**src/rtl/ssc_pkg.sv**
```systemverilog
// Shared types and constants for the shadow slot cache policy block.
// Depends on nothing; every other file of the block imports it.
package ssc_pkg;

    localparam int TAG_W  = 16;
    localparam int TIME_W = 32;
    localparam int SLOT_W = 4;
    localparam int KIND_W = 2;

    localparam logic [KIND_W-1:0] KIND_HIT   = 2'd0;
    localparam logic [KIND_W-1:0] KIND_CLAIM = 2'd1;
    localparam logic [KIND_W-1:0] KIND_EVICT = 2'd2;

    // Search token that walks down the row of slot cells.
    typedef struct packed {
        logic              active;
        logic [TAG_W-1:0]  tag;
        logic              hit;
        logic [TIME_W-1:0] hit_time;
        logic              free;
        logic              old;
        logic [TIME_W-1:0] old_time;
    } scan_t;

    // Update broadcast to all slot cells; the cell address travels beside it.
    typedef struct packed {
        logic              en;
        logic [TAG_W-1:0]  tag;
        logic [TIME_W-1:0] stamp;
    } slot_wr_t;

endpackage

```
**src/rtl/ssc_req_if.sv**
```systemverilog
// Request channel of the shadow slot cache policy block.
// Depends on ssc_pkg for the field widths.
interface ssc_req_if
    import ssc_pkg::*;
();
    logic              valid;
    logic              ready;
    logic [TAG_W-1:0]  owner_tag;
    logic [TIME_W-1:0] change_time;
    logic [TIME_W-1:0] now_time;
    logic              reload_flag;

    modport source (output valid, owner_tag, change_time, now_time, reload_flag,
                    input ready);
    modport sink (input valid, owner_tag, change_time, now_time, reload_flag,
                  output ready);
endinterface

```
**src/rtl/ssc_rsp_if.sv**
```systemverilog
// Result channel of the shadow slot cache policy block.
// Depends on ssc_pkg for the field widths.
interface ssc_rsp_if
    import ssc_pkg::*;
();
    logic              valid;
    logic              ready;
    logic [SLOT_W-1:0] slot_index;
    logic              redraw;
    logic [KIND_W-1:0] assign_kind;

    modport source (output valid, slot_index, redraw, assign_kind, input ready);
    modport sink (input valid, slot_index, redraw, assign_kind, output ready);
endinterface

```
**src/rtl/ssc_cell.sv**
```systemverilog
// One slot of the table: valid bit, owner tag and timestamp, plus one stage
// of the search that walks the row. Depends on ssc_pkg.
module ssc_cell
    import ssc_pkg::*;
#(
    parameter int IDX  = 0,
    parameter int IDXW = 4
) (
    input  logic            clk,
    input  logic            rst_n,
    input  scan_t           scan_in,
    input  logic [IDXW-1:0] hit_idx_in,
    input  logic [IDXW-1:0] free_idx_in,
    input  logic [IDXW-1:0] old_idx_in,
    output scan_t           scan_out,
    output logic [IDXW-1:0] hit_idx_out,
    output logic [IDXW-1:0] free_idx_out,
    output logic [IDXW-1:0] old_idx_out,
    input  slot_wr_t        wr,
    input  logic [IDXW-1:0] wr_idx
);
    localparam logic [IDXW-1:0] MY_IDX = IDXW'(IDX);

    logic              valid_reg;
    logic [TAG_W-1:0]  tag_reg;
    logic [TIME_W-1:0] time_reg;
    scan_t             scan_reg;
    scan_t             scan_next;
    logic [IDXW-1:0]   hit_idx_reg;
    logic [IDXW-1:0]   free_idx_reg;
    logic [IDXW-1:0]   old_idx_reg;
    logic              hit_here;
    logic              free_here;
    logic              old_here;
    logic              wr_here;

    assign hit_here  = valid_reg && (tag_reg == scan_in.tag) && !scan_in.hit;
    assign free_here = !valid_reg && !scan_in.free;
    assign old_here  = valid_reg && (!scan_in.old || (time_reg < scan_in.old_time));
    assign wr_here   = wr.en && (wr_idx == MY_IDX);

    always_comb
    begin
        scan_next = scan_in;
        if (hit_here)
        begin
            scan_next.hit      = 1'b1;
            scan_next.hit_time = time_reg;
        end
        if (free_here)
        begin
            scan_next.free = 1'b1;
        end
        if (old_here)
        begin
            scan_next.old      = 1'b1;
            scan_next.old_time = time_reg;
        end
    end

    always_ff @(posedge clk or negedge rst_n)
    begin
        if (!rst_n)
        begin
            valid_reg <= 1'b0;
            scan_reg  <= '0;
        end
        else
        begin
            scan_reg <= scan_next;
            if (wr_here)
            begin
                valid_reg <= 1'b1;
            end
        end
    end

    always_ff @(posedge clk)
    begin
        hit_idx_reg  <= hit_here  ? MY_IDX : hit_idx_in;
        free_idx_reg <= free_here ? MY_IDX : free_idx_in;
        old_idx_reg  <= old_here  ? MY_IDX : old_idx_in;
        if (wr_here)
        begin
            tag_reg  <= wr.tag;
            time_reg <= wr.stamp;
        end
    end

    assign scan_out     = scan_reg;
    assign hit_idx_out  = hit_idx_reg;
    assign free_idx_out = free_idx_reg;
    assign old_idx_out  = old_idx_reg;
endmodule

```
**src/rtl/shadow_slot_cache_policy_top.sv**
```systemverilog
// Shadow slot cache policy: a request walks a row of SLOT_COUNT slot cells,
// one cell per cycle; when the walk ends the chosen slot is rewritten if it redraws.
// The search result is registered after the last cell, and the response is registered when the walk ends.
// A new request is taken only in the idle state, so one request walks the row at a time.
// Reset clears all slot valid bits and the control state at once.
module shadow_slot_cache_policy_top
    import ssc_pkg::*;
#(
    parameter int SLOT_COUNT = 16
) (
    input  logic      clk,
    input  logic      rst_n,
    ssc_req_if.sink   req,
    ssc_rsp_if.source rsp
);
    localparam int IDXW = (SLOT_COUNT > 1) ? $clog2(SLOT_COUNT) : 1;

    typedef enum logic [2:0] {
        ST_IDLE = 3'b001,
        ST_SCAN = 3'b010,
        ST_DONE = 3'b100
    } state_t;

    state_t            state_reg;
    state_t            state_next;
    logic [TIME_W-1:0] chg_reg;
    logic [TIME_W-1:0] now_reg;
    logic              reload_reg;
    logic [TAG_W-1:0]  tag_reg;
    logic              res_hit_reg;
    logic              res_free_reg;
    logic [TIME_W-1:0] res_time_reg;
    logic [IDXW-1:0]   res_hit_idx_reg;
    logic [IDXW-1:0]   res_free_idx_reg;
    logic [IDXW-1:0]   res_old_idx_reg;
    logic              out_valid_reg;
    logic [SLOT_W-1:0] out_slot_reg;
    logic              out_redraw_reg;
    logic [KIND_W-1:0] out_kind_reg;

    scan_t             scan_chain [SLOT_COUNT+1];
    logic [IDXW-1:0]   hit_chain  [SLOT_COUNT+1];
    logic [IDXW-1:0]   free_chain [SLOT_COUNT+1];
    logic [IDXW-1:0]   old_chain  [SLOT_COUNT+1];

    scan_t             scan_head;
    logic              req_beat;
    logic              out_free;
    logic              finish;
    logic [IDXW-1:0]   pick;
    logic [KIND_W-1:0] kind;
    logic              redraw;
    slot_wr_t          wr;

    assign req_beat  = req.valid && req.ready;
    assign req.ready = (state_reg == ST_IDLE);
    assign out_free  = !out_valid_reg || rsp.ready;
    assign finish    = (state_reg == ST_DONE) && out_free;

    always_comb
    begin
        scan_head        = '0;
        scan_head.active = req_beat;
        scan_head.tag    = req.owner_tag;
    end

    assign scan_chain[0] = scan_head;
    assign hit_chain[0]  = '0;
    assign free_chain[0] = '0;
    assign old_chain[0]  = '0;

    for (genvar i = 0; i < SLOT_COUNT; i++)
    begin : g_cell
        ssc_cell #(
            .IDX  (i),
            .IDXW (IDXW)
        ) u_cell (
            .clk          (clk),
            .rst_n        (rst_n),
            .scan_in      (scan_chain[i]),
            .hit_idx_in   (hit_chain[i]),
            .free_idx_in  (free_chain[i]),
            .old_idx_in   (old_chain[i]),
            .scan_out     (scan_chain[i+1]),
            .hit_idx_out  (hit_chain[i+1]),
            .free_idx_out (free_chain[i+1]),
            .old_idx_out  (old_chain[i+1]),
            .wr           (wr),
            .wr_idx       (pick)
        );
    end

    always_comb
    begin
        if (res_hit_reg)
        begin
            pick = res_hit_idx_reg;
            kind = KIND_HIT;
        end
        else if (res_free_reg)
        begin
            pick = res_free_idx_reg;
            kind = KIND_CLAIM;
        end
        else
        begin
            pick = res_old_idx_reg;
            kind = KIND_EVICT;
        end
        // A claimed or evicted slot is not a hit, so it always redraws.
        redraw   = !res_hit_reg || (chg_reg >= res_time_reg) || reload_reg;
        wr.en    = finish && redraw;
        wr.tag   = tag_reg;
        wr.stamp = now_reg;
    end

    always_comb
    begin
        state_next = state_reg;
        unique case (state_reg)
            ST_IDLE:
            begin
                if (req_beat)
                begin
                    state_next = ST_SCAN;
                end
            end
            ST_SCAN:
            begin
                if (scan_chain[SLOT_COUNT].active)
                begin
                    state_next = ST_DONE;
                end
            end
            ST_DONE:
            begin
                if (out_free)
                begin
                    state_next = ST_IDLE;
                end
            end
            default:
            begin
                state_next = ST_IDLE;
            end
        endcase
    end

    always_ff @(posedge clk or negedge rst_n)
    begin
        if (!rst_n)
        begin
            state_reg     <= ST_IDLE;
            out_valid_reg <= 1'b0;
        end
        else
        begin
            state_reg <= state_next;
            if (finish)
            begin
                out_valid_reg <= 1'b1;
            end
            else if (rsp.ready)
            begin
                out_valid_reg <= 1'b0;
            end
        end
    end

    always_ff @(posedge clk)
    begin
        if (req_beat)
        begin
            tag_reg    <= req.owner_tag;
            chg_reg    <= req.change_time;
            now_reg    <= req.now_time;
            reload_reg <= req.reload_flag;
        end
        if ((state_reg == ST_SCAN) && scan_chain[SLOT_COUNT].active)
        begin
            res_hit_reg      <= scan_chain[SLOT_COUNT].hit;
            res_free_reg     <= scan_chain[SLOT_COUNT].free;
            res_time_reg     <= scan_chain[SLOT_COUNT].hit_time;
            res_hit_idx_reg  <= hit_chain[SLOT_COUNT];
            res_free_idx_reg <= free_chain[SLOT_COUNT];
            res_old_idx_reg  <= old_chain[SLOT_COUNT];
        end
        if (finish)
        begin
            out_slot_reg   <= SLOT_W'(pick);
            out_redraw_reg <= redraw;
            out_kind_reg   <= kind;
        end
    end

    assign rsp.valid       = out_valid_reg;
    assign rsp.slot_index  = out_slot_reg;
    assign rsp.redraw      = out_redraw_reg;
    assign rsp.assign_kind = out_kind_reg;

    a_beat_starts_scan: assert property (@(posedge clk) disable iff (!rst_n)
        req_beat |=> (state_reg == ST_SCAN))
        else $error("request beat did not start a scan");

    a_token_only_in_scan: assert property (@(posedge clk) disable iff (!rst_n)
        scan_chain[SLOT_COUNT].active |-> (state_reg == ST_SCAN))
        else $error("search token left the row outside a scan");

    a_write_only_at_finish: assert property (@(posedge clk) disable iff (!rst_n)
        wr.en |-> (state_reg == ST_DONE) && out_free)
        else $error("slot update outside the finishing cycle");

    a_claim_redraws: assert property (@(posedge clk) disable iff (!rst_n)
        finish && !res_hit_reg |=> rsp.valid && rsp.redraw)
        else $error("claimed or evicted slot did not redraw");

    a_kind_legal: assert property (@(posedge clk) disable iff (!rst_n)
        rsp.valid |-> (rsp.assign_kind == KIND_HIT) || (rsp.assign_kind == KIND_CLAIM)
            || (rsp.assign_kind == KIND_EVICT))
        else $error("illegal assignment kind");
endmodule
```
**src/flat_wrapper.sv**
```systemverilog
// flat-port wrapper written by rule: the top's interface ports become plain ports
module shadow_slot_cache_policy_top_flat import ssc_pkg::*;
#(
    parameter int SLOT_COUNT = 16
)
  (clk, rst_n, req_valid, req_owner_tag, req_change_time, req_now_time, req_reload_flag, req_ready, rsp_valid, rsp_slot_index, rsp_redraw, rsp_assign_kind, rsp_ready);
  ssc_req_if req_i ();
  ssc_rsp_if rsp_i ();
  input  logic clk;
  input  logic rst_n;
  input wire logic [$bits(req_i.valid)-1:0] req_valid;
  input wire logic [$bits(req_i.owner_tag)-1:0] req_owner_tag;
  input wire logic [$bits(req_i.change_time)-1:0] req_change_time;
  input wire logic [$bits(req_i.now_time)-1:0] req_now_time;
  input wire logic [$bits(req_i.reload_flag)-1:0] req_reload_flag;
  output wire logic [$bits(req_i.ready)-1:0] req_ready;
  output wire logic [$bits(rsp_i.valid)-1:0] rsp_valid;
  output wire logic [$bits(rsp_i.slot_index)-1:0] rsp_slot_index;
  output wire logic [$bits(rsp_i.redraw)-1:0] rsp_redraw;
  output wire logic [$bits(rsp_i.assign_kind)-1:0] rsp_assign_kind;
  input wire logic [$bits(rsp_i.ready)-1:0] rsp_ready;
  assign req_i.valid = req_valid;
  assign req_i.owner_tag = req_owner_tag;
  assign req_i.change_time = req_change_time;
  assign req_i.now_time = req_now_time;
  assign req_i.reload_flag = req_reload_flag;
  assign req_ready = req_i.ready;
  assign rsp_valid = rsp_i.valid;
  assign rsp_slot_index = rsp_i.slot_index;
  assign rsp_redraw = rsp_i.redraw;
  assign rsp_assign_kind = rsp_i.assign_kind;
  assign rsp_i.ready = rsp_ready;
  shadow_slot_cache_policy_top #(.SLOT_COUNT(SLOT_COUNT)) u_core (.clk(clk), .rst_n(rst_n), .req(req_i), .rsp(rsp_i));
endmodule
```
**config.mk**
```make
export PLATFORM = sky130hd
export DESIGN_NAME = shadow_slot_cache_policy_top_flat
export DESIGN_NICKNAME = d
export VERILOG_FILES = /design/src/rtl/ssc_pkg.sv /design/src/rtl/ssc_req_if.sv /design/src/rtl/ssc_rsp_if.sv /design/src/rtl/ssc_cell.sv /design/src/rtl/shadow_slot_cache_policy_top.sv /design/src/flat_wrapper.sv
export SDC_FILE = /design/constraint.sdc
export NUM_CORES = 2
export LEC_CHECK = 0
export BUFFER_PORTS_ARGS = -buffer_cell sky130_fd_sc_hd__buf_2
export CELL_PAD_IN_SITES_DETAIL_PLACEMENT = 1
export CELL_PAD_IN_SITES_GLOBAL_PLACEMENT = 2
export CORE_AREA = 2 2 464 466
export DETAILED_ROUTE_END_ITERATION = 7
export DIE_AREA = 0 0 466 468
export GPL_ROUTABILITY_DRIVEN = 0
export PLACE_DENSITY = 0.76
export SYNTH_ARGS = -nofsm -noshare
export SYNTH_HDL_FRONTEND = slang
export SYNTH_SLANG_ARGS = --single-unit
```
**constraint.sdc**
```tcl
create_clock -name clk -period 12.5 [get_ports clk]
set_input_delay 1.25 -clock clk [delete_from_list [all_inputs] [get_ports clk]]
set_output_delay 1.25 -clock clk [all_outputs]
set_load 0.005 [all_outputs]
```
==> metrics.md <==
| Metric | Value |
|---|---|
| Outcome | complete, no violations |
| TritonCTS buffer count | 240 |
| Least-Margin Pin Slew | 1.30 ns |
| Setup Slack @ Placement | 8.04 ns |
| First-pass GRT wire length | 403,000 µm |
| Leak Pwr | 47.2 nW |
| Synth Area in Compound Gates | 7.18% |
| Post-synthesis xor/xnor area fraction | 2.27% |
| Synth top area cells | dfrtp_1 (34%), edfxtp_1 (28%), mux2_2 (7.8%) |
| R2r endpoint | u_core.g_cell[10].u_cell.time_reg[28] |
| Critical path class | reg -> reg |
| Max IR drop VDD | 0.000152 V |
| Synth Area in Adders | 6.38% |
| Share of cells above drive strength 1 | 20.7% |
| Slew HR | 13.2% |
| Post-CTS Hold Buffers | 0 |
| Synthesized flop and latch total | 2,364 |
| Met1 usage | 30.9% |
| Mean area per synthesized cell | 13.9 µm² |
| Syn Inst Count | 7,010 |
| Core Util, Final | 51.7% |
| Flop2flop setup slack | 8.33 ns |
| Die H | 468 µm |
| Initial antenna violation count | 16 |
| Number of H-tree levels | 4 |
| Min-Delay Path Class | in -> async |
| Crit start category | flop |
| GR Layer Usage met3 | 3.12% |
| Peak Freq | 0.240 GHz |
| Setup violations, final | 0 |
| # clock sinks | 2,364 |
| Cell Area, Placed | 102,000 µm² |
| Setup Buffers After CTS | 0 |
| DR vias/cell | 5.63 |
| Post-synth EDFFs | 902 |
| Routed length per instance | 25.9 µm |
| FF-to-FF path depth | 8 |
| Setup tns final | 0 ns |
| Max Slew Vio Count | 0 |
| Clock buffer depth | 3 |
| Post-Syn Area | 97,500 µm² |
| Area leader, netlist | dfrtp_1 |
| # fillers | 20,600 |
| Mux cell area share after synthesis | 9.02% |
| Tmin final | 4.17 ns |
| Setup ws final | 8.33 ns |
| FF+latch area | 62,900 µm² |
| R2r startpoint | u_core.chg_reg[13] |
| Syn_nets | 7,592 |
| Final Hold Vio Count | 0 |
| CTS tree | yes |
| Footprint of the multi-input gates | 31,900 µm² |
| Global route hottest layer | met2 |
| Critical Path RT | 13.00 ns |
| CTS clk-pin slew, worst paths | 0.06 ns |
| Final cycle utilization of the critical path | 33.4% |
| Core area | 213,000 µm² |
| GR Overflow Total | 0 |
| Grt met2 use | 43.6% |
| P per Cell Area | 153 nW/µm² |
| Routed Antenna Nets | 0 |
| Clk_lat worst skew | 0.87 ns |
| IO Count | 94 |
| Die W | 466 µm |
| IO Port Bufs | 93 |
| P&R area growth vs syn | 13.0% |
| WL final | 266,000 µm |
| Final nets | 7,757 |
| Global Route Usage Sum | 24.5% |
| Area share of the largest cell type after synthesis | 33.7% |
| Yosys warning count | 0 |
| Worst setup EP type | flop |
| Root Driver | clkbuf_16 |
| Max-cap violations | 0 |
| Vias in the first global route | 62,300 |
| Initial Utilization | 45.7% |
| Commonest non-fill, non-tap cell in the layout | dfrtp_1 |
| Synth Area in Simple Gates | 7.29% |
| Main combinational cell family by area after synthesis | multiplexers |
| CP arrival | 4.67 ns |
| Residual DRC | 0 |
| HPWL after DPL | 181,000 µm |
| Highest-count cells in the layout ignoring fill and taps | dfrtp_1 (1,308), edfxtp_1 (902), mux2_2 (672) |
| Crit path max fanout | 32 |
| Row cnt | 170 |
| RSZ-0062 raised after global routing | false |
| Max reg flops | 1,295 |
| Post-cts resize count | 0 |
| Seq/Total Area, Yosys | 64.5% |
| DR pass1 iterations | 7 |
| Total die area | 218,000 µm² |
| Ys async rst share | 55.6% |
| Final Cell Area | 110,000 µm² |
| Final Skew | 0.0605 ns |
| DRT iter0 DRCs | 3,939 |
| Via count | 57,600 |
| Largest net degree at the start of global routing | 176 |
| Synth cell types | 78 |
| Main synth FF type | dfrtp_1 |
[cells by family after synthesis]
logic type               count (synthesis)
AO/OA/AOI/OAI                          936
buffers and inverters                  829
flip-flops                            2364
AND/OR/NAND/NOR                       1359
multiplexers                           772
adder cells (fa/ha/maj)                497
XOR/XNOR                               253
[worst max path at each step]
stage,start,to,cells past startpoint
2_1_floorplan,req_valid,u_core.g_cell[0].u_cell.scan_out[83],1
3_3_place_gp,rst_n,u_core.g_cell[4].u_cell.scan_out[62],4
3_5_place_dp,rst_n,u_core.g_cell[4].u_cell.scan_out[21],4
4_1_cts,u_core.chg_reg[13],u_core.g_cell[10].u_cell.time_reg[28],8
5_1_grt,u_core.chg_reg[13],u_core.g_cell[6].u_cell.time_reg[28],8
6_report,u_core.chg_reg[13],u_core.g_cell[10].u_cell.time_reg[28],8
[cell type report]
class / instances / share of cell area, %
sequential: 2364 / 57.1
multi-input combinational: 3817 / 29.0
clock buffer: 364 / 6.52
tap: 2838 / 3.22
inverter: 539 / 1.84
timing repair buffer: 213 / 1.30
clock inverter: 97 / 1.06
antenna: 6 / 0.0136
[critical path, stage by stage (launching register included)]
cell      delay, ns
edfxtp_1       0.38
ha_1           0.31
and4_1         0.23
nand4_1        0.22
o21ai_2        0.94
o21ai_4        0.28
buf_4          0.35
a21oi_4        0.50
buf_4          0.52
[layer usage]
layer	share of wire [%]	up-vias
met2	51	1270
met3	3.8	443
met1	42	30100
li1	-	25800
met4	3.2	0
met5	0	-
[Yosys cell counts (8+ instances only)]
cell and number:
edfxtp_1 902, mux2i_1 36, or2_2 80, a221o_1 14
xnor2_1 152, nor4_1 37, nand2_1 330, buf_1 11
buf_2 43, a311o_1 98, mux2_1 24, nor2b_1 48
nand2b_1 58, a21o_1 43, and2_1 175, or3_1 9
o2111ai_1 101, nand4_1 136, and4_1 15, nor2_1 88
dfrtp_1 1314, xor2_1 101, clkbuf_1 218, inv_1 536
mux2_4 40, a41oi_1 8, a211oi_1 10, a21boi_0 12
buf_4 12, o211ai_1 34, a31oi_1 8, a222oi_1 93
ha_1 497, o21a_1 18, dfxtp_1 147, mux2_2 672
a21oi_1 188, o21ai_0 165, and3_1 15, nand3_1 248
or4_1 13, a31o_2 64, nor3_1 90
[power by group]
group          switching (mW)  total [mW]  internal [mW]
clock network            3.07        7.43           4.36
logic                   0.648       0.892          0.244
registers               0.206        8.58           8.37
total                    3.92        16.9           13.0
[stage by stage]
| step | instances | total power, mW | hold slack [ns] |
|---|---|---|---|
| 2_1_floorplan | 7010 | 9.02 | 0.331 |
| 5_1_grt | 10200 | 17.4 | 0.353 |
| 3_3_place_gp | 9771 | 9.60 | 0.337 |
| 6_report | 10200 | 16.9 | 0.327 |
| 4_1_cts | 10200 | 17.1 | 0.351 |
| 3_5_place_dp | 9771 | 9.64 | 0.336 |
Power figures use the tool's default switching activity.
